==> src/escape_sequence_decoder_macros.svh <==
// Assertion macros for the escape sequence decoder.
`ifndef ESCAPE_SEQUENCE_DECODER_MACROS_SVH
`define ESCAPE_SEQUENCE_DECODER_MACROS_SVH

`ifndef ASSERT_OFF
// Check that a property holds at every edge outside reset.
`define ESD_ASSERT_ALWAYS(label, clk, rst, prop) \
  label: assert property (@(posedge clk) disable iff (rst) (prop)) \
    else $error("escape_sequence_decoder: invariant violated");
// Check that a condition implies a consequence at the next edge.
`define ESD_ASSERT_NEXT(label, clk, rst, ante, cons) \
  label: assert property (@(posedge clk) disable iff (rst) (ante) |=> (cons)) \
    else $error("escape_sequence_decoder: sequence check failed");
`else
`define ESD_ASSERT_ALWAYS(label, clk, rst, prop)
`define ESD_ASSERT_NEXT(label, clk, rst, ante, cons)
`endif

`endif

==> src/esd_pkg.sv <==
// Shared types, constants and the escape letter map for the escape sequence decoder.
package esd_pkg;

  // Decoder mode; the unused code is treated as normal text
  typedef enum logic [1:0] {
    MODE_NORMAL = 2'd0,
    MODE_ESCAPE = 2'd1,
    MODE_NUMBER = 2'd2
  } mode_t;

  localparam logic [7:0] BACKSLASH  = 8'h5C;
  localparam logic [7:0] DIGIT_ZERO = 8'h30;
  localparam logic [7:0] DIGIT_NINE = 8'h39;
  localparam logic [1:0] MAX_DIGITS = 2'd3;
  localparam int         MAX_RESULTS = 3;

  // Result queue sizing
  localparam int FIFO_DEPTH = 4;
  localparam int PTR_W      = 2;
  localparam int CNT_W      = 3;

  // One decoded output transaction
  typedef struct packed {
    logic [7:0] data;
    logic       last;
  } item_t;

  // Results produced by one input transaction
  typedef struct packed {
    logic [1:0]  cnt;
    item_t [2:0] item;
  } res_t;

  // Map the letter after a backslash to its control code
  function automatic logic [7:0] escape_map(input logic [7:0] c);
    logic [7:0] r;
    case (c)
      8'h61:   r = 8'h07; // a
      8'h62:   r = 8'h08; // b
      8'h66:   r = 8'h0C; // f
      8'h6E:   r = 8'h0A; // n
      8'h74:   r = 8'h09; // t
      8'h72:   r = 8'h0D; // r
      8'h76:   r = 8'h0B; // v
      default: r = c;
    endcase
    return r;
  endfunction

  function automatic logic is_digit(input logic [7:0] c);
    return (c >= DIGIT_ZERO) && (c <= DIGIT_NINE);
  endfunction

endpackage

==> src/escape_sequence_decoder.sv <==
// A decoded byte is registered into the result queue and offered on the output from there.
// Throughput: one input byte per cycle while each byte yields at most one result and the
// output is not stalled; a byte that yields two or three results stalls the input until
// the single output port has drained the four-entry result queue down to one entry.
// Reset: synchronous; clears the decode state and empties the result queue.
// Top level of the escape sequence decoder.
`include "escape_sequence_decoder_macros.svh"

module escape_sequence_decoder (
  input  logic       clk,
  input  logic       rst,
  input  logic       in_valid,
  output logic       in_stall,
  input  logic [7:0] in_byte,
  input  logic       in_last,
  output logic       out_valid,
  input  logic       out_stall,
  output logic [7:0] out_byte,
  output logic       out_last
);

  esd_pkg::res_t res;
  esd_pkg::item_t mem [esd_pkg::FIFO_DEPTH];
  logic [esd_pkg::PTR_W-1:0] wr_ptr, rd_ptr;
  logic [esd_pkg::CNT_W-1:0] cnt, cnt_next;
  logic push, pop;

  // Take a transaction only when the queue has room for the largest burst
  assign in_stall  = (cnt > esd_pkg::CNT_W'(esd_pkg::FIFO_DEPTH - esd_pkg::MAX_RESULTS));
  assign push      = in_valid && !in_stall;
  assign out_valid = (cnt != '0);
  assign pop       = out_valid && !out_stall;

  esd_decode u_decode (
    .clk     (clk),
    .rst     (rst),
    .accept  (push),
    .in_byte (in_byte),
    .in_last (in_last),
    .res     (res)
  );

  // Write the results of an accepted transaction into consecutive entries
  always_ff @(posedge clk) begin
    if (push) begin
      for (int k = 0; k < esd_pkg::MAX_RESULTS; k++) begin
        if (2'(k) < res.cnt) begin
          mem[wr_ptr + esd_pkg::PTR_W'(k)] <= res.item[k];
        end
      end
    end
  end

  // Track fill level
  always_comb begin
    cnt_next = cnt + (push ? {1'b0, res.cnt} : '0) - (pop ? esd_pkg::CNT_W'(1) : '0);
  end

  // Advance pointers and count
  always_ff @(posedge clk) begin
    if (rst) begin
      wr_ptr <= '0;
      rd_ptr <= '0;
      cnt    <= '0;
    end else begin
      if (push) begin
        wr_ptr <= wr_ptr + res.cnt;
      end
      if (pop) begin
        rd_ptr <= rd_ptr + esd_pkg::PTR_W'(1);
      end
      cnt <= cnt_next;
    end
  end

  assign out_byte = mem[rd_ptr].data;
  assign out_last = mem[rd_ptr].last;

  // Queue never overfills
  `ESD_ASSERT_ALWAYS(a_no_overflow, clk, rst, cnt <= esd_pkg::CNT_W'(esd_pkg::FIFO_DEPTH))
  // A stalled result stays offered
  `ESD_ASSERT_NEXT(a_hold_stalled, clk, rst, out_valid && out_stall, out_valid)
  // The last byte of a string always leaves at least the terminator queued
  `ESD_ASSERT_NEXT(a_term_queued, clk, rst, push && in_last, out_valid)

endmodule

==> src/esd_decode.sv <==
// Escape decoding state and the per-byte result logic.
module esd_decode (
  input  logic          clk,
  input  logic          rst,
  input  logic          accept,
  input  logic [7:0]    in_byte,
  input  logic          in_last,
  output esd_pkg::res_t res
);

  esd_pkg::mode_t mode, mode_next;
  logic [1:0]     digit_count, digit_count_next;
  logic [7:0]     numeric_value, numeric_value_next;

  // Build the results and the next state for the byte on the input
  always_comb begin
    logic [1:0] n;
    logic [1:0] cnt_inc;
    logic [7:0] acc;
    n                  = 2'd0;
    cnt_inc            = digit_count + 2'd1;
    acc                = {numeric_value[4:0], 3'b000} + {4'b0000, in_byte[3:0]};
    res                = '0;
    mode_next          = mode;
    digit_count_next   = digit_count;
    numeric_value_next = numeric_value;

    case (mode)
      esd_pkg::MODE_NUMBER: begin
        if (esd_pkg::is_digit(in_byte) && (digit_count < esd_pkg::MAX_DIGITS)) begin
          numeric_value_next = acc;
          digit_count_next   = cnt_inc;
          if (cnt_inc >= esd_pkg::MAX_DIGITS) begin
            res.item[n]        = '{data: acc, last: 1'b0};
            n                  = n + 2'd1;
            mode_next          = esd_pkg::MODE_NORMAL;
            digit_count_next   = 2'd0;
            numeric_value_next = 8'd0;
          end
        end else begin
          // Flush the number, then treat the byte as normal text
          res.item[n]        = '{data: numeric_value, last: 1'b0};
          n                  = n + 2'd1;
          mode_next          = esd_pkg::MODE_NORMAL;
          digit_count_next   = 2'd0;
          numeric_value_next = 8'd0;
          if (in_byte == esd_pkg::BACKSLASH) begin
            mode_next = esd_pkg::MODE_ESCAPE;
          end else begin
            res.item[n] = '{data: in_byte, last: 1'b0};
            n           = n + 2'd1;
          end
        end
      end
      esd_pkg::MODE_ESCAPE: begin
        if (esd_pkg::is_digit(in_byte)) begin
          mode_next          = esd_pkg::MODE_NUMBER;
          digit_count_next   = 2'd1;
          numeric_value_next = {4'b0000, in_byte[3:0]};
        end else begin
          res.item[n] = '{data: esd_pkg::escape_map(in_byte), last: 1'b0};
          n           = n + 2'd1;
          mode_next   = esd_pkg::MODE_NORMAL;
        end
      end
      default: begin
        mode_next = esd_pkg::MODE_NORMAL;
        if (in_byte == esd_pkg::BACKSLASH) begin
          mode_next = esd_pkg::MODE_ESCAPE;
        end else begin
          res.item[n] = '{data: in_byte, last: 1'b0};
          n           = n + 2'd1;
        end
      end
    endcase

    // End of string: flush a pending number, add the terminator, clear state
    if (in_last) begin
      if (mode_next == esd_pkg::MODE_NUMBER) begin
        res.item[n] = '{data: numeric_value_next, last: 1'b0};
        n           = n + 2'd1;
      end
      res.item[n]        = '{data: 8'd0, last: 1'b1};
      n                  = n + 2'd1;
      mode_next          = esd_pkg::MODE_NORMAL;
      digit_count_next   = 2'd0;
      numeric_value_next = 8'd0;
    end

    res.cnt = n;
  end

  // Advance the state on each accepted transaction
  always_ff @(posedge clk) begin
    if (rst) begin
      mode          <= esd_pkg::MODE_NORMAL;
      digit_count   <= 2'd0;
      numeric_value <= 8'd0;
    end else if (accept) begin
      mode          <= mode_next;
      digit_count   <= digit_count_next;
      numeric_value <= numeric_value_next;
    end
  end

endmodule
==> config.mk <==
export PLATFORM = sky130hd
export DESIGN_NAME = escape_sequence_decoder
export DESIGN_NICKNAME = d
export VERILOG_FILES = /design/src/esd_pkg.sv /design/src/escape_sequence_decoder.sv /design/src/esd_decode.sv
export VERILOG_INCLUDE_DIRS = /design/src /design/src/src
export SDC_FILE = /design/constraint.sdc
export NUM_CORES = 1
export LEC_CHECK = 0
export BUFFER_PORTS_ARGS = -buffer_cell sky130_fd_sc_hd__buf_2
export CELL_PAD_IN_SITES_DETAIL_PLACEMENT = 0
export CELL_PAD_IN_SITES_GLOBAL_PLACEMENT = 1
export CORE_MARGIN = 1
export CORE_UTILIZATION = 40
export CTS_BUF_LIST = sky130_fd_sc_hd__clkbuf_8
export DETAILED_ROUTE_END_ITERATION = 10
export PLACE_DENSITY = 0.83
export SYNTH_ARGS = -nofsm -noshare
export SYNTH_HDL_FRONTEND = slang
export SYNTH_SLANG_ARGS = --single-unit
==> constraint.sdc <==
create_clock -name clk -period 3.8 [get_ports clk]
set_input_delay 0.19 -clock clk [delete_from_list [all_inputs] [get_ports clk]]
set_output_delay 0.19 -clock clk [all_outputs]
set_load 0.01 [all_outputs]
# [After elaboration in Yosys (flattened, before gate mapping)]
# Memory sizes are Yosys's and may differ from the RTL's. A register that Yosys moved wholly into a read port is not among the register bits.
# Cells that the tools add are included.
# Widths: inputs -> output; s select.
[totals] latch_bits=0 out_inout_bits=11 mem_bits_ro=0 memories=1 ff_bits=19 ramBits=36 input_bits=13 word_cells=109
[mem_list] name="mem" words=4 word_bits=9 rd=1 rd_ports_with_merged_regs=1 wr=3 line="escape_sequence_decoder.sv:23" source="esd_pkg::item_t mem [esd_pkg::FIFO_DEPTH];"
[classes] add_sub_neg=10 n_reduce_logical=11 shifts=0 n_eq_ne=12 n_mux=54 div=0 magnitude_cmp=12 bitwise=3 n_mul=0
[op_table] op="$mux 27" count=3
[op_table] op="$mux 9" count=8
[op_table] op="$eq 8x7->1 const B" count=8
[op_table] op="$pmux 8 s7" count=1
[op_table] op="$demux 9 s2" count=2
[op_table] op="$mux 2" count=16
[op_table] op="$mux 8" count=4
[op_table] op="$bwmux 27" count=1
[op_table] op="$and 24x24->24" count=1
[op_table] op="$not 24->24" count=1
[op_table] op="$pmux 9 s2" count=1
[op_table] op="$pmux 8 s2" count=1
[op_table] op="$mux 1" count=14
[op_table] op="$pmux 2 s2" count=3
[op_table] op="$add 2x1->2 const B" count=5
[op_table] op="$add 8x4->8" count=1
[op_table] op="$ge 8x6->1 const B" count=1
[op_table] op="$le 8x6->1 const B" count=1
[op_table] op="$logic_and 1x1->1" count=6
[op_table] op="$lt 2x3->1 const B" count=2
[op_table] op="$reduce_bool 3->1" count=2
[op_table] op="$eq 2x2->1 const B" count=2
[op_table] op="$ge 2x1->1 const B" count=2
[op_table] op="$lt 1x2->1 const A" count=2
[op_table] op="other kinds (13)" count=14

# [Depth between registers and ports, before layout]
# Gate-level depths: netlist (run 1).
[depth] depth_word=15 mapped_depth=22 depth_no_buf=21

# [Cells and area by module]
# A second synthesis (run 1) with hierarchy kept.
[unflattened] cells_unflattened=557 area_unflattened_um2=4772.1
[modules_own_cells] mod="escape_sequence_decoder" n_inst=1 seq_area_each_um2=1261.2 cells_each=287 area_per_inst_um2=2885.3
[modules_own_cells] mod="esd_decode" n_inst=1 seq_area_each_um2=240.2 cells_each=270 area_per_inst_um2=1886.8

# [Least setup slack after synthesis (run 1)]
# Ideal clock, no wire load.
[synth_path] path_type="input port to flip-flop" startpoint="input in_byte[6]" endpoint="register cnt[2] (netlist bit)" setup_ps=128 path_slack_ps=-358 arrival_ps=4031 cell_stages=20 path_buffers=1 required_ps=3672 cell_sequence="buf_4 > or3b_1 > or4_1 > a21o_1 > a21oi_4 > inv_1 > ha_1 > mux2_2 > inv_1 > ha_1 > nand2b_1 > nor2_1 > a31o_2 > inv_1 > ha_1 > inv_1 > fa_1 > xor2_1 > xnor2_1 > nor2_1"
[synth_between] elab_chain_cells=13 word_cells_on_any_way=23 classes_between="add/sub (4); order compare (2); eq/ne (2); mux (13); reduce/logical (2)"
[synth_rtl] element="start: declaration" line="escape_sequence_decoder.sv:14" source="input logic [7:0] in_byte,"
[synth_rtl] element="$ge 8x6->1 / $le 8x6->1 (equally long branches)" line="esd_pkg.sv:51" source="return (c >= DIGIT_ZERO) && (c <= DIGIT_NINE);"
[synth_rtl] element="$logic_and 1x1->1" line="esd_pkg.sv:51"
[synth_rtl] element="$logic_and 1x1->1" line="esd_decode.sv:30" source="if (esd_pkg::is_digit(in_byte) && (digit_count < esd_pkg::MAX_DIGITS)) begin"
[synth_rtl] element="$mux 2" line="esd_decode.sv:30"
[synth_rtl] element="$pmux 2 s2" line="esd_decode.sv:28" source="case (mode)"
[synth_rtl] element="$add 2x1->2 / $eq 2x2->1 (equally long branches)" line="esd_decode.sv:81, esd_decode.sv:79"
[synth_rtl] element="$mux 2" line="esd_decode.sv:79" source="if (mode_next == esd_pkg::MODE_NUMBER) begin"
[synth_rtl] element="$mux 2" line="esd_decode.sv:78" source="if (in_last) begin"
[synth_rtl] element="$add 2x1->2" line="esd_decode.sv:84" source="n = n + 2'd1;"
[synth_rtl] element="$mux 2 *" line="esd_decode.sv:78"
[synth_rtl] element="$mux 2 *" line="escape_sequence_decoder.sv:56" source="cnt_next = cnt + (push ? {1'b0, res.cnt} : '0) - (pop ? esd_pkg::CNT_W'(1) : '0);"
[synth_rtl] element="$add 3x2->3 *" line="escape_sequence_decoder.sv:56"
[synth_rtl] element="$sub 3x1->3 *" line="escape_sequence_decoder.sv:56"
[synth_rtl] element="end signal: assignment" line="escape_sequence_decoder.sv:72" source="cnt <= cnt_next;"
[synth_rtl] element="end: declaration" line="escape_sequence_decoder.sv:25" source="logic [esd_pkg::CNT_W-1:0] cnt, cnt_next;"
# Mark *: on every way between the ends. The rest lies on a longest branch, timed or not. The select of a mux whose other input is x is not followed.
# A chain may end at the register's enable or synchronous reset.

# [Worst setup path after layout (run 1)]
# Ends and elaborated chain as after synthesis.

==> run summary, run 1 <==
headroom to the max-slew limit -> 40.2%
area leader, netlist -> edfxtp_1
HP Start -> out_stall
1st-pass router iterations -> 5
DR DRC count -> 0
Worst Hold Depth -> 4
R2R depth -> 21
final worst path period need -> 3670 ps
Avg Vias per Cell -> 5.93
routed via count -> 4,036
GRT Util Overall -> 23.7%
status -> finished clean
Post-Syn Area per Cell -> 8.77 um2
Psw -> 623 uW
slack of the worst reg-to-reg path -> 150 ps
Fin. Hold Viols -> 0
clock skew -> 22.2 ps
WL/cell -> 18.6 um
GRT overflow -> 0
YS warnings -> 0
total CTS buffers -> 9
worst-path maximum fanout -> 4
sw frac -> 31.6%
WL final -> 12,600 um
synthesis-to-layout area growth -> 21.4%
sequential fraction of the synthesis area -> 35.1%
Layout Utilization -> 50.1%
TritonCTS clock tree -> done
Post-synth EDFFs -> 36
Die H -> 105 um
CTS max path bufs -> 2
Crit-path slowest cell -> or4_4
PortBufs -> 23
Reg-to-Reg Start -> u_decode.mode[0]$_SDFFE_PP0P_
H-tree levels -> 3
ratio of cells with drive above 1 in the final layout -> 25.9%
asr flop ratio synth -> 0%
drt initial violations -> 423
Buf+Inv Stages, Crit Path -> 5
most frequent cell after synthesis -> nor2_1
# Max-Cap Violations -> 0
Final setup viols -> 0
Largest stage delay, worst path -> 540 ps
first-pass GRT wire length -> 20,500 um
mapped cell area -> 4280 um2
part of the power in combinational logic -> 31.3%
Leak -> 1.98 nW
clock power share -> 26.9%
Synth top area share -> 25.3%
Crit path arrival time -> 3880 ps
dpl hpwl -> 9530 um
FF+latch count, synth -> 57
Netlist cell types -> 71
setup TNS -> 0 ps
Worst Tran Pin Value -> 891 ps
Final nets -> 569
Synth top cells by count -> 71 x nor2_1, 39 x a21oi_1, 36 x edfxtp_1
Die Width -> 105 um
reg2reg end -> cnt[2]$_SDFF_PP0_
clock root cell -> clkbuf_8
fin area -> 5200 um2
Pins Over Slew Limit -> 0
Setup CP Type -> input port to register
Initial Util -> 41.3%
most used cell, CP -> ha_4
Hold Path Sink -> rd_ptr[0]$_SDFFE_PP0P_
cts hold-fix bufs -> 0
Power Density -> 379 nW/um2
number of global-route vias before repair -> 4,037
Clock transition at path regs -> 70 ps
WP data required -> 4020 ps
Hold WC Path Type -> input port to register
antenna cell count -> 0
critical-path cell list -> buf_2 -> or3b_4 -> or4_4 -> a21o_1 -> a21oi_4 -> inv_2 -> ha_4 -> mux2_4 -> inv_2 -> ha_4 -> nand2b_4 -> nor2_2 -> a31o_4 -> inv_4 -> ha_4 -> inv_1 -> fa_2 -> xor2_1 -> xnor2_1 -> nor2_1
achievable frequency -> 273 MHz
CP Launch Type -> input port
synth top area cells -> edfxtp_1 25%, dfxtp_1 9.8%, nor2_1 6.2%
P_int -> 1.35 mW
GPL Wtd Cong -> 0.927
CTS sink count -> 57
Mapped Nets -> 516
largest net degree at the start of global routing -> 21
fin crit share -> 96.5%
Final ANT Viol Nets -> 0
ys flop type -> edfxtp_1
Setup crit end kind -> register
core footprint -> 10,400 um2
IO Pins -> 24
FP Rows -> 37
clk_lat worst skew -> 350 ps
Top delay family on crit path -> simple AND/OR/NAND/NOR gates
sequential share of power -> 41.7%
dpl cell area -> 4890 um2
Mapped Cells -> 488
peak supply drop -> 0.217 mV
die area -> 11,100 um2
initial antenna violation count -> 0
-- metal layers --
layer	global-route usage (%)	up-vias	part of all wire, %
li1	-	1904	-
met1	31.1	1960	44
met3	4.21	28	5.4
met2	39.3	144	48
met4	7.75	0	2.0
met5	0	-	0
-- worst min-delay path, delay by kind of cell --
| family | cells | cell delay (ps) |
|---|---|---|
| AND/OR/NAND/NOR | 2 | 150 |
| XOR/XNOR | 1 | 140 |
| buffers and inverters | 1 | 70 |
-- power groups by stage --
stage,logic [mW],registers [mW],clock network (mW)
floorplan,0.443,0.788,0
global placement,0.592,0.834,0
detailed placement,0.603,0.841,0
CTS,0.606,0.828,0.541
global route,0.677,0.839,0.567
finish,0.617,0.823,0.530
-- placed cells by master (no fill, tap or decap), drive strengths merged, types with 3 or more instances in the layout --
| cell | n |
|---|---|
| ha | 14 |
| dfxtp | 21 |
| or3 | 4 |
| inv | 22 |
| xor2 | 5 |
| a31oi | 7 |
| a22o | 4 |
| edfxtp | 36 |
| and2 | 13 |
| a221oi | 8 |
| a22oi | 18 |
| o21ai | 19 |
| nor2b | 6 |
| o31ai | 3 |
| and3 | 5 |
| a32oi | 6 |
| a21o | 3 |
| xnor2 | 7 |
| nor4 | 3 |
| nand2 | 38 |
| a21oi | 40 |
| nor3 | 7 |
| clkinv | 5 |
| mux4 | 9 |
| nor2 | 72 |
| mux2i | 15 |
| a211oi | 7 |
| buf | 75 |
| clkbuf | 9 |
| nand2b | 9 |
| nand3 | 13 |
-- logic make-up (layout without fill, tap and decap cells) --
logic type | Yosys count | count (layout) | synth area share, %
XOR/XNOR | 12 | 12 | 2.63
flip-flops | 57 | 57 | 35.1
AO/OA/AOI/OAI | 136 | 136 | 21.7
multiplexers | 25 | 25 | 8.51
adder cells (fa/ha/maj) | 15 | 15 | 4.56
AND/OR/NAND/NOR | 187 | 187 | 21.7
buffers and inverters | 56 | 113 | 5.82
-- metrics by stage --
step / instances / hold slack, ps / worst slack (ps) / power, mW
after floorplan: 488 / 457 / -125 / 1.23
after detailed placement: 662 / 503 / -273 / 1.44
after global placement: 662 / 498 / -191 / 1.43
final: 681 / 258 / 133 / 1.97
after global routing: 681 / 269 / -29.4 / 2.08
after CTS: 677 / 257 / 2.97 / 1.97
-- worst max path at each step --
stage,startpoint,end,slack [ps],cells past startpoint
after global placement,in_byte[0],cnt[2]$_SDFF_PP0_,-190,20
after global routing,u_decode.digit_count[1]$_SDFFE_PP0P_,mem[2][1]$_DFFE_PP_,-30,20
final,in_byte[6],cnt[2]$_SDFF_PP0_,130,20
after floorplan,in_byte[6],cnt[2]$_SDFF_PP0_,-120,20
after detailed placement,in_byte[0],mem[1][4]$_DFFE_PP_,-270,19
after CTS,u_decode.mode[0]$_SDFFE_PP0P_,cnt[2]$_SDFF_PP0_,3,21
-- state kept, by name, summed over array words and instances (netlist names), named ones only --
| register | cells |
|---|---|
| mem | 36 |
| u_decode.numeric_value | 8 |
| u_decode.digit_count | 2 |
| cnt | 3 |
| wr_ptr | 2 |
| rd_ptr | 2 |
| u_decode.mode | 2 |
-- timing repair --
item	CTS	global route
pin swaps	0	2
setup buffers	0	4
gates resized for setup	2	23
hold endpoints to repair	0	0
endpoints found under the setup margin	31	47
-- layout make-up --
type | instances | area [um2]
fill | 985 | 5170
multi-input combinational | 375 | 2710
sequential | 57 | 1500
timing repair buffer | 75 | 547
tap | 136 | 170
clock buffer | 9 | 124
inverter | 23 | 92.6
clock inverter | 6 | 50.0
Power figures use the tool's default switching activity.
==> run 2, diff against run 1 <==
==> constraint.sdc (replaced) <==
create_clock -name clk -period 3.8 [get_ports clk]
set_input_delay 0.95 -clock clk [delete_from_list [all_inputs] [get_ports clk]]
set_output_delay 0.95 -clock clk [all_outputs]
set_load 0.01 [all_outputs]
==> run summary, run 2 (synthesized netlist as in run 1, its figures left out) <==
status -> finished, violations left
failing checks -> setup timing
dpl ws -> -1070 ps (-794 ps)
clock root cell -> clkbuf_8
DR DRC count -> 0 (unchanged)
most used cell, CP -> ha_4
fin area -> 5720 um2 (+10%)
critical-path cell list -> buf_6 -> or3b_4 -> or4_4 -> a21o_1 -> a21oi_4 -> inv_2 -> ha_4 -> mux2_4 -> inv_4 -> ha_4 -> nand2b_4 -> nor2_4 -> a31o_4 -> inv_6 -> ha_4 -> inv_2 -> fa_2 -> xor2_1 -> xnor2_1 -> nor2_1
clock skew -> 16.2 ps (-5.94 ps)
Worst Tran Pin Value -> 804 ps (-87.0 ps)
antenna cell count -> 0 (unchanged)
drt initial violations -> 438 (+3.5%)
HP Start -> u_decode.mode[0]$_SDFFE_PP0P_
Die H -> 105 um (unchanged)
Setup crit end kind -> register
Hold WC Path Type -> register to register
die area -> 11,100 um2 (unchanged)
Reg-to-Reg Start -> u_decode.mode[1]$_SDFFE_PP0P_
Regs by FF count -> mem (36), u_decode.numeric_value (8), cnt (3)
total CTS buffers -> 9 (unchanged)
GRT Util Overall -> 25.4% (+1.8 points)
Final nets -> 602 (+5.8%)
Worst Hold Depth -> 2 (-2)
fin crit share -> 112% (+15 points)
max reg flops -> 36 (unchanged)
R2R depth -> 17 (-19%)
routed via count -> 4,222 (+4.6%)
H-tree levels -> 3 (unchanged)
Die Width -> 105 um (unchanged)
largest net degree at the start of global routing -> 21 (unchanged)
clk_lat worst skew -> 340 ps (about the same)
first-pass GRT wire length -> 21,900 um (+7.2%)
RSZ-0062 raised after global routing -> yes
Leak -> 2.19 nW (+11%)
WL final -> 13,600 um (+7.8%)
core footprint -> 10,400 um2 (unchanged)
Pins Over Slew Limit -> 0 (unchanged)
Initial Util -> 41.3% (unchanged)
commonest non-fill, non-tap cell in the layout -> buf_4
Fin. Hold Viols -> 0 (unchanged)
achievable frequency -> 236 MHz (-14%)
dpl hpwl -> 9630 um (+1.1%)
Crit-path slowest cell -> or4_4
# Max-Cap Violations -> 0 (unchanged)
dpl cell area -> 5100 um2 (+4.5%)
Final ANT Viol Nets -> 0 (unchanged)
Largest Register -> mem
Largest stage delay, worst path -> 430 ps (-110 ps)
CTS sink count -> 57 (unchanged)
Hold Path Sink -> u_decode.mode[0]$_SDFFE_PP0P_
slack of the worst reg-to-reg path -> 160 ps (about the same)
Power Density -> 356 nW/um2 (-6.1%)
commonest cells after routing, fill and taps aside -> 64 x buf_4, 60 x nor2_1, 36 x edfxtp_1
initial antenna violation count -> 0 (unchanged)
CP Launch Type -> input port
WP data required -> 4020 ps (about the same)
synthesis-to-layout area growth -> 33.7%
Avg Vias per Cell -> 5.91 (-0.23%)
final worst path period need -> 4240 ps (+574 ps)
number of global-route vias before repair -> 4,208 (+4.2%)
worst-path maximum fanout -> 4 (unchanged)
IO Pins -> 24 (unchanged)
TritonCTS clock tree -> done
Crit path arrival time -> 4460 ps (+580 ps)
peak supply drop -> 0.180 mV (-17%)
FP Rows -> 37 (unchanged)
Final setup viols -> 74 (+74)
worst setup margin -> -441 ps (-574 ps)
cts hold-fix bufs -> 0 (unchanged)
power after layout -> 2.04 mW (+3.5%)
Setup CP Type -> input port to register
reg2reg end -> cnt[2]$_SDFF_PP0_
1st-pass router iterations -> 7 (+2)
headroom to the max-slew limit -> 45.9% (+5.7 points)
CTS max path bufs -> 2 (unchanged)
WL/cell -> 19.1 um (+2.8%)
Clock transition at path regs -> 80 ps (about the same)
GPL Wtd Cong -> 0.933 (+0.60%)
GRT overflow -> 0 (unchanged)
PortBufs -> 23 (unchanged)
ratio of cells with drive above 1 in the final layout -> 36.0% (+10 points)
run 2: changes by cell type in the layout (fill, tap and decap cells not counted), moves of 4 or more:
cell	before	now
buf_6	1	14
a21oi_1	38	33
nor2_4	2	8
and2_4	4	10
a21oi_2	1	5
and2_1	8	4
nor2_1	68	60
buf_4	48	64
run 2: worst max path at each step:
stage | slack [ps] | endpoint | startpoint
2_1_floorplan | -870 | cnt[2]$_SDFF_PP0_ | in_byte[6]
3_3_place_gp | -970 | mem[2][3]$_DFFE_PP_ | in_byte[0]
3_5_place_dp | -1070 | cnt[2]$_SDFF_PP0_ | in_byte[0]
4_1_cts | -420 | cnt[2]$_SDFF_PP0_ | in_byte[7]
5_1_grt | -520 | cnt[2]$_SDFF_PP0_ | in_byte[7]
6_report | -440 | cnt[2]$_SDFF_PP0_ | in_byte[7]
run 2: repair_timing:
action                                  CTS  global route
setup buffers                            10             5
endpoints found under the setup margin   75            75
gates resized for setup                  65            26
cloned                                    3             1
pin swaps                                29            14
run 2: area by class of cell:
type,instances,area [um2]
clock buffer,9,124
fill,916,4650
tap,136,170
sequential,57,1500
multi-input combinational,377,2930
inverter,23,93.8
clock inverter,6,27.5
timing repair buffer,106,878
run 2: metrics by stage:
step           hold WS (ps)  TNS, ps  std cells  utilization [%]
4_1_cts                 518   -20430        709             53.9
3_5_place_dp            506   -64560        686             49.2
2_1_floorplan           472   -44690        488                -
3_3_place_gp            499   -56470        686             49.2
5_1_grt                 551   -29790        714             55.2
6_report                518   -24500        714             55.2
run 2: layer usage:
| layer | part of all wire (%) | GRT usage (%) | vias to the layer above |
|---|---|---|---|
| met3 | 5.6 | 3.09 | 34 |
| met4 | 2.6 | 10.9 | 0 |
| met2 | 49 | 43.1 | 186 |
| met5 | 0 | 0 | - |
| li1 | - | - | 1981 |
| met1 | 43 | 32.6 | 2021 |
run 2: worst max-delay path: cells and delay by family:
kind | cells | cell delay [ps]
compound gates | 3 | 510
xor+xnor | 2 | 320
fa+ha+maj | 4 | 970
buf+inv | 5 | 310
mux | 1 | 290
simple gates | 5 | 1110
run 2: power breakdown:
part	switching [mW]	internal, mW	total (mW)	leakage (nW)
logic	0.360	0.373	0.733	1.61
registers	0.0745	0.757	0.832	0.503
clock network	0.251	0.222	0.474	0.0788
==> run 3, diff against run 2 <==
--- a/config.mk
+++ b/config.mk
@@ -6,6 +6,7 @@
 export SDC_FILE = /design/constraint.sdc
 export NUM_CORES = 1
 export LEC_CHECK = 0
+export ABC_AREA = 1
 export BUFFER_PORTS_ARGS = -buffer_cell sky130_fd_sc_hd__buf_2
 export CELL_PAD_IN_SITES_DETAIL_PLACEMENT = 0
 export CELL_PAD_IN_SITES_GLOBAL_PLACEMENT = 1
@@ -13,7 +14,7 @@
 export CORE_UTILIZATION = 40
 export CTS_BUF_LIST = sky130_fd_sc_hd__clkbuf_8
 export DETAILED_ROUTE_END_ITERATION = 10
-export PLACE_DENSITY = 0.83
+export PLACE_DENSITY = 0.86
 export SYNTH_ARGS = -nofsm -noshare
 export SYNTH_HDL_FRONTEND = slang
 export SYNTH_SLANG_ARGS = --single-unit
==> run summary, run 3 <==
Register Area -> 1500 um2 (unchanged)
Top delay family on crit path -> adder cells
Synth top area share -> 22.2% (-3.1 points)
CP Launch Type -> input port
Fin. Hold Viols -> 0 (unchanged)
R2R depth -> 20 (+3)
final worst path period need -> 3570 ps (-670 ps)
clock root cell -> clkbuf_8
synthesis-to-layout area growth -> 18.3%
Largest Register -> mem
headroom to the max-slew limit -> 52.5% (+6.6 points)
Hold WC Path Type -> register to register
Layout Utilization -> 49.5% (-5.7 points)
Netlist cell types -> 42 (-41%)
largest net degree at the start of global routing -> 20 (-4.8%)
dpl ws -> -144 ps (+922 ps)
clk_lat worst skew -> 360 ps (+20 ps)
FP Rows -> 39 (+5.4%)
Levels on crit path -> 23 (+15%)
RSZ-0062 raised after global routing -> no
Avg Vias per Cell -> 5.14 (-13%)
met1 usage -> 29.1% (-3.4 points)
achievable frequency -> 280 MHz (+19%)
commonest non-fill, non-tap cell in the layout -> nand2_1
Crit-path slowest cell -> fa_2
Leak -> 2.83 nW (+29%)
Crit path arrival time -> 3810 ps (-650 ps)
dpl cell area -> 5590 um2 (+9.6%)
Regs by FF count -> mem (36), u_decode.numeric_value (8), cnt (3)
GPL Wtd Cong -> 0.913 (-2.2%)
fin crit share -> 94.0% (-18 points)
Initial Util -> 41.8% (+0.53 points)
Post-synth EDFFs -> 36 (unchanged)
met2 usage -> 40.3% (-2.8 points)
synth top area cells -> edfxtp_1 22%, nand2_1 18%, dfxtp_1 8.6%
ys flop type -> edfxtp_1
IO Pins -> 24 (unchanged)
setup TNS -> 0 ps (+24,500 ps)
H-tree levels -> 3 (unchanged)
peak supply drop -> 0.265 mV (+47%)
routing usage on met3 -> 3.08% (-0.014 points)
Buf+Inv Stages, Crit Path -> 6 (+1)
gr busiest metal -> met2
GRT overflow -> 0 (unchanged)
YS warnings -> 0 (unchanged)
core footprint -> 11,700 um2 (+12%)
most frequent cell after synthesis -> nand2_1
status -> finished clean
commonest cells after routing, fill and taps aside -> 224 x nand2_1, 76 x inv_1, 66 x nor2_1
die area -> 12,600 um2 (+14%)
Hold Path Sink -> cnt[2]$_SDFF_PP0_
fin area -> 5770 um2 (+0.79%)
Fillers -> 1,156 (+26%)
Final nets -> 812 (+35%)
HP Start -> cnt[2]$_SDFF_PP0_
footprint of the multi-input gates -> 2940 um2 (+0.47%)
Post-Syn Area per Cell -> 6.91 um2 (-21%)
dpl hpwl -> 11,200 um (+17%)
total CTS buffers -> 9 (unchanged)
slack of the worst reg-to-reg path -> 370 ps (+210 ps)
initial antenna violation count -> 0 (unchanged)
WL final -> 13,600 um (-0.12%)
clock skew -> 12.5 ps (-3.70 ps)
CTS sink count -> 57 (unchanged)
Final ANT Viol Nets -> 0 (unchanged)
Final setup viols -> 0 (-100%)
Mapped Nets -> 734 (+42%)
WL/cell -> 14.6 um (-23%)
reg2reg end -> cnt[2]$_SDFF_PP0_
number of global-route vias before repair -> 4,750 (+13%)
worst-path maximum fanout -> 5 (+1)
Mapped Cells -> 706 (+45%)
Worst Tran Pin Value -> 710 ps (-94.4 ps)
ratio of cells with drive above 1 in the final layout -> 25.5% (-11 points)
TritonCTS clock tree -> done
Power Density -> 339 nW/um2 (-4.9%)
asr flop ratio synth -> 0% (unchanged)
Synth top cells by count -> 232 x nand2_1, 77 x inv_1, 67 x nor2_1
hold slack -> 470 ps (-48.0 ps)
1st-pass router iterations -> 5 (-2)
Die H -> 112 um (+6.6%)
Clock transition at path regs -> 70 ps (about the same)
FF+latch count, synth -> 57 (unchanged)
mapped cell area -> 4880 um2 (+14%)
Die Width -> 112 um (+6.6%)
Pins Over Slew Limit -> 0 (unchanged)
WP data required -> 4040 ps (+20 ps)
sequential fraction of the synthesis area -> 30.8% (-4.3 points)
Setup crit end kind -> register
CTS max path bufs -> 2 (unchanged)
Setup CP Type -> input port to register
Largest stage delay, worst path -> 330 ps (-100 ps)
DR DRC count -> 0 (unchanged)
max reg flops -> 36 (unchanged)
routed via count -> 4,789 (+13%)
drt initial violations -> 360 (-18%)
first-pass GRT wire length -> 23,000 um (+4.8%)
PortBufs -> 23 (unchanged)
area leader, netlist -> edfxtp_1
worst setup margin -> 229 ps (+670 ps)
# Max-Cap Violations -> 0 (unchanged)
Worst Hold Depth -> 1 (-1)
Reg-to-Reg Start -> u_decode.mode[0]$_SDFFE_PP0P_
antenna cell count -> 0 (unchanged)
critical-path cell list -> buf_2 -> inv_1 -> nand2_1 -> nor2_8 -> nand2_2 -> nand2_2 -> o21ai_2 -> inv_2 -> nand2_2 -> nand2_4 -> ha_4 -> inv_1 -> o21ai_2 -> inv_1 -> ha_1 -> nand2_2 -> nand3_4 -> ha_4 -> inv_1 -> fa_2 -> xor2_1 -> o21ai_1 -> a21oi_1
GRT Util Overall -> 23.1% (-2.3 points)
run 3: changes by cell type after synthesis, moves of 13 or more:
| cell | before | now |
|---|---|---|
| mux2i_1 | 15 | 0 |
| o21ai_0 | 15 | 35 |
| nand2_1 | 35 | 232 |
| a22oi_1 | 18 | 1 |
| nand3_1 | 13 | 62 |
| a21oi_1 | 39 | 26 |
| nor2_2 | 1 | 15 |
| inv_1 | 23 | 77 |
run 3: metrics by stage:
stage / instances / total power, mW
3_3_place_gp: 916 / 1.45
2_1_floorplan: 706 / 1.25
4_1_cts: 932 / 1.97
3_5_place_dp: 916 / 1.47
5_1_grt: 932 / 2.09
6_report: 932 / 1.95
run 3: worst max path at each step:
stage,startpoint,end
global placement,in_byte[7],cnt[2]$_SDFF_PP0_
finish,in_byte[7],cnt[2]$_SDFF_PP0_
global route,in_byte[7],cnt[2]$_SDFF_PP0_
CTS,u_decode.mode[0]$_SDFFE_PP0P_,cnt[2]$_SDFF_PP0_
floorplan,in_byte[1],cnt[2]$_SDFF_PP0_
detailed placement,in_byte[7],cnt[2]$_SDFF_PP0_
run 3: cell type report:
class	count	area share (%)
multi-input cells	540	51.0
flip-flops and latches	57	26.0
repair buffers	86	10.8
inverters	90	6.07
well taps	143	3.10
clock buffers	9	2.15
clock inverters	7	0.803
run 3: report_power, final:
| part | internal, mW | switching [mW] |
|---|---|---|
| Clock | 0.234 | 0.269 |
| Combinational | 0.232 | 0.406 |
| Sequential | 0.764 | 0.0482 |
run 3: worst register-to-register path: cells and delay by family, from the launching register on:
family | cells | cell delay (ps)
adder cells (fa/ha/maj) | 5 | 1660
XOR/XNOR | 1 | 160
AO/OA/AOI/OAI | 4 | 390
AND/OR/NAND/NOR | 5 | 460
buffers and inverters | 5 | 280
flip-flops | 1 | 390
run 3: kinds of logic after synthesis:
logic type / Yosys count / synth area share [%]
xor+xnor: 4 / 0.719
buf+inv: 109 / 10.2
compound gates: 87 / 10.2
fa+ha+maj: 15 / 4.00
flops: 57 / 30.8
simple gates: 434 / 44.1
run 3: layer usage:
| layer | vias up | part of all wire (%) |
|---|---|---|
| met5 | - | 0 |
| met4 | 0 | 2.4 |
| met3 | 26 | 4.7 |
| met2 | 143 | 48 |
| met1 | 2188 | 45 |
| li1 | 2432 | - |
run 3: repair_timing:
item | 4_1_cts | 5_1_grt
buffers inserted | 0 | 0
hold buffers | 0 | 0
hold endpoints to repair | 0 | 0
setup endpoints to repair | 0 | 20
resized for setup | 0 | 2
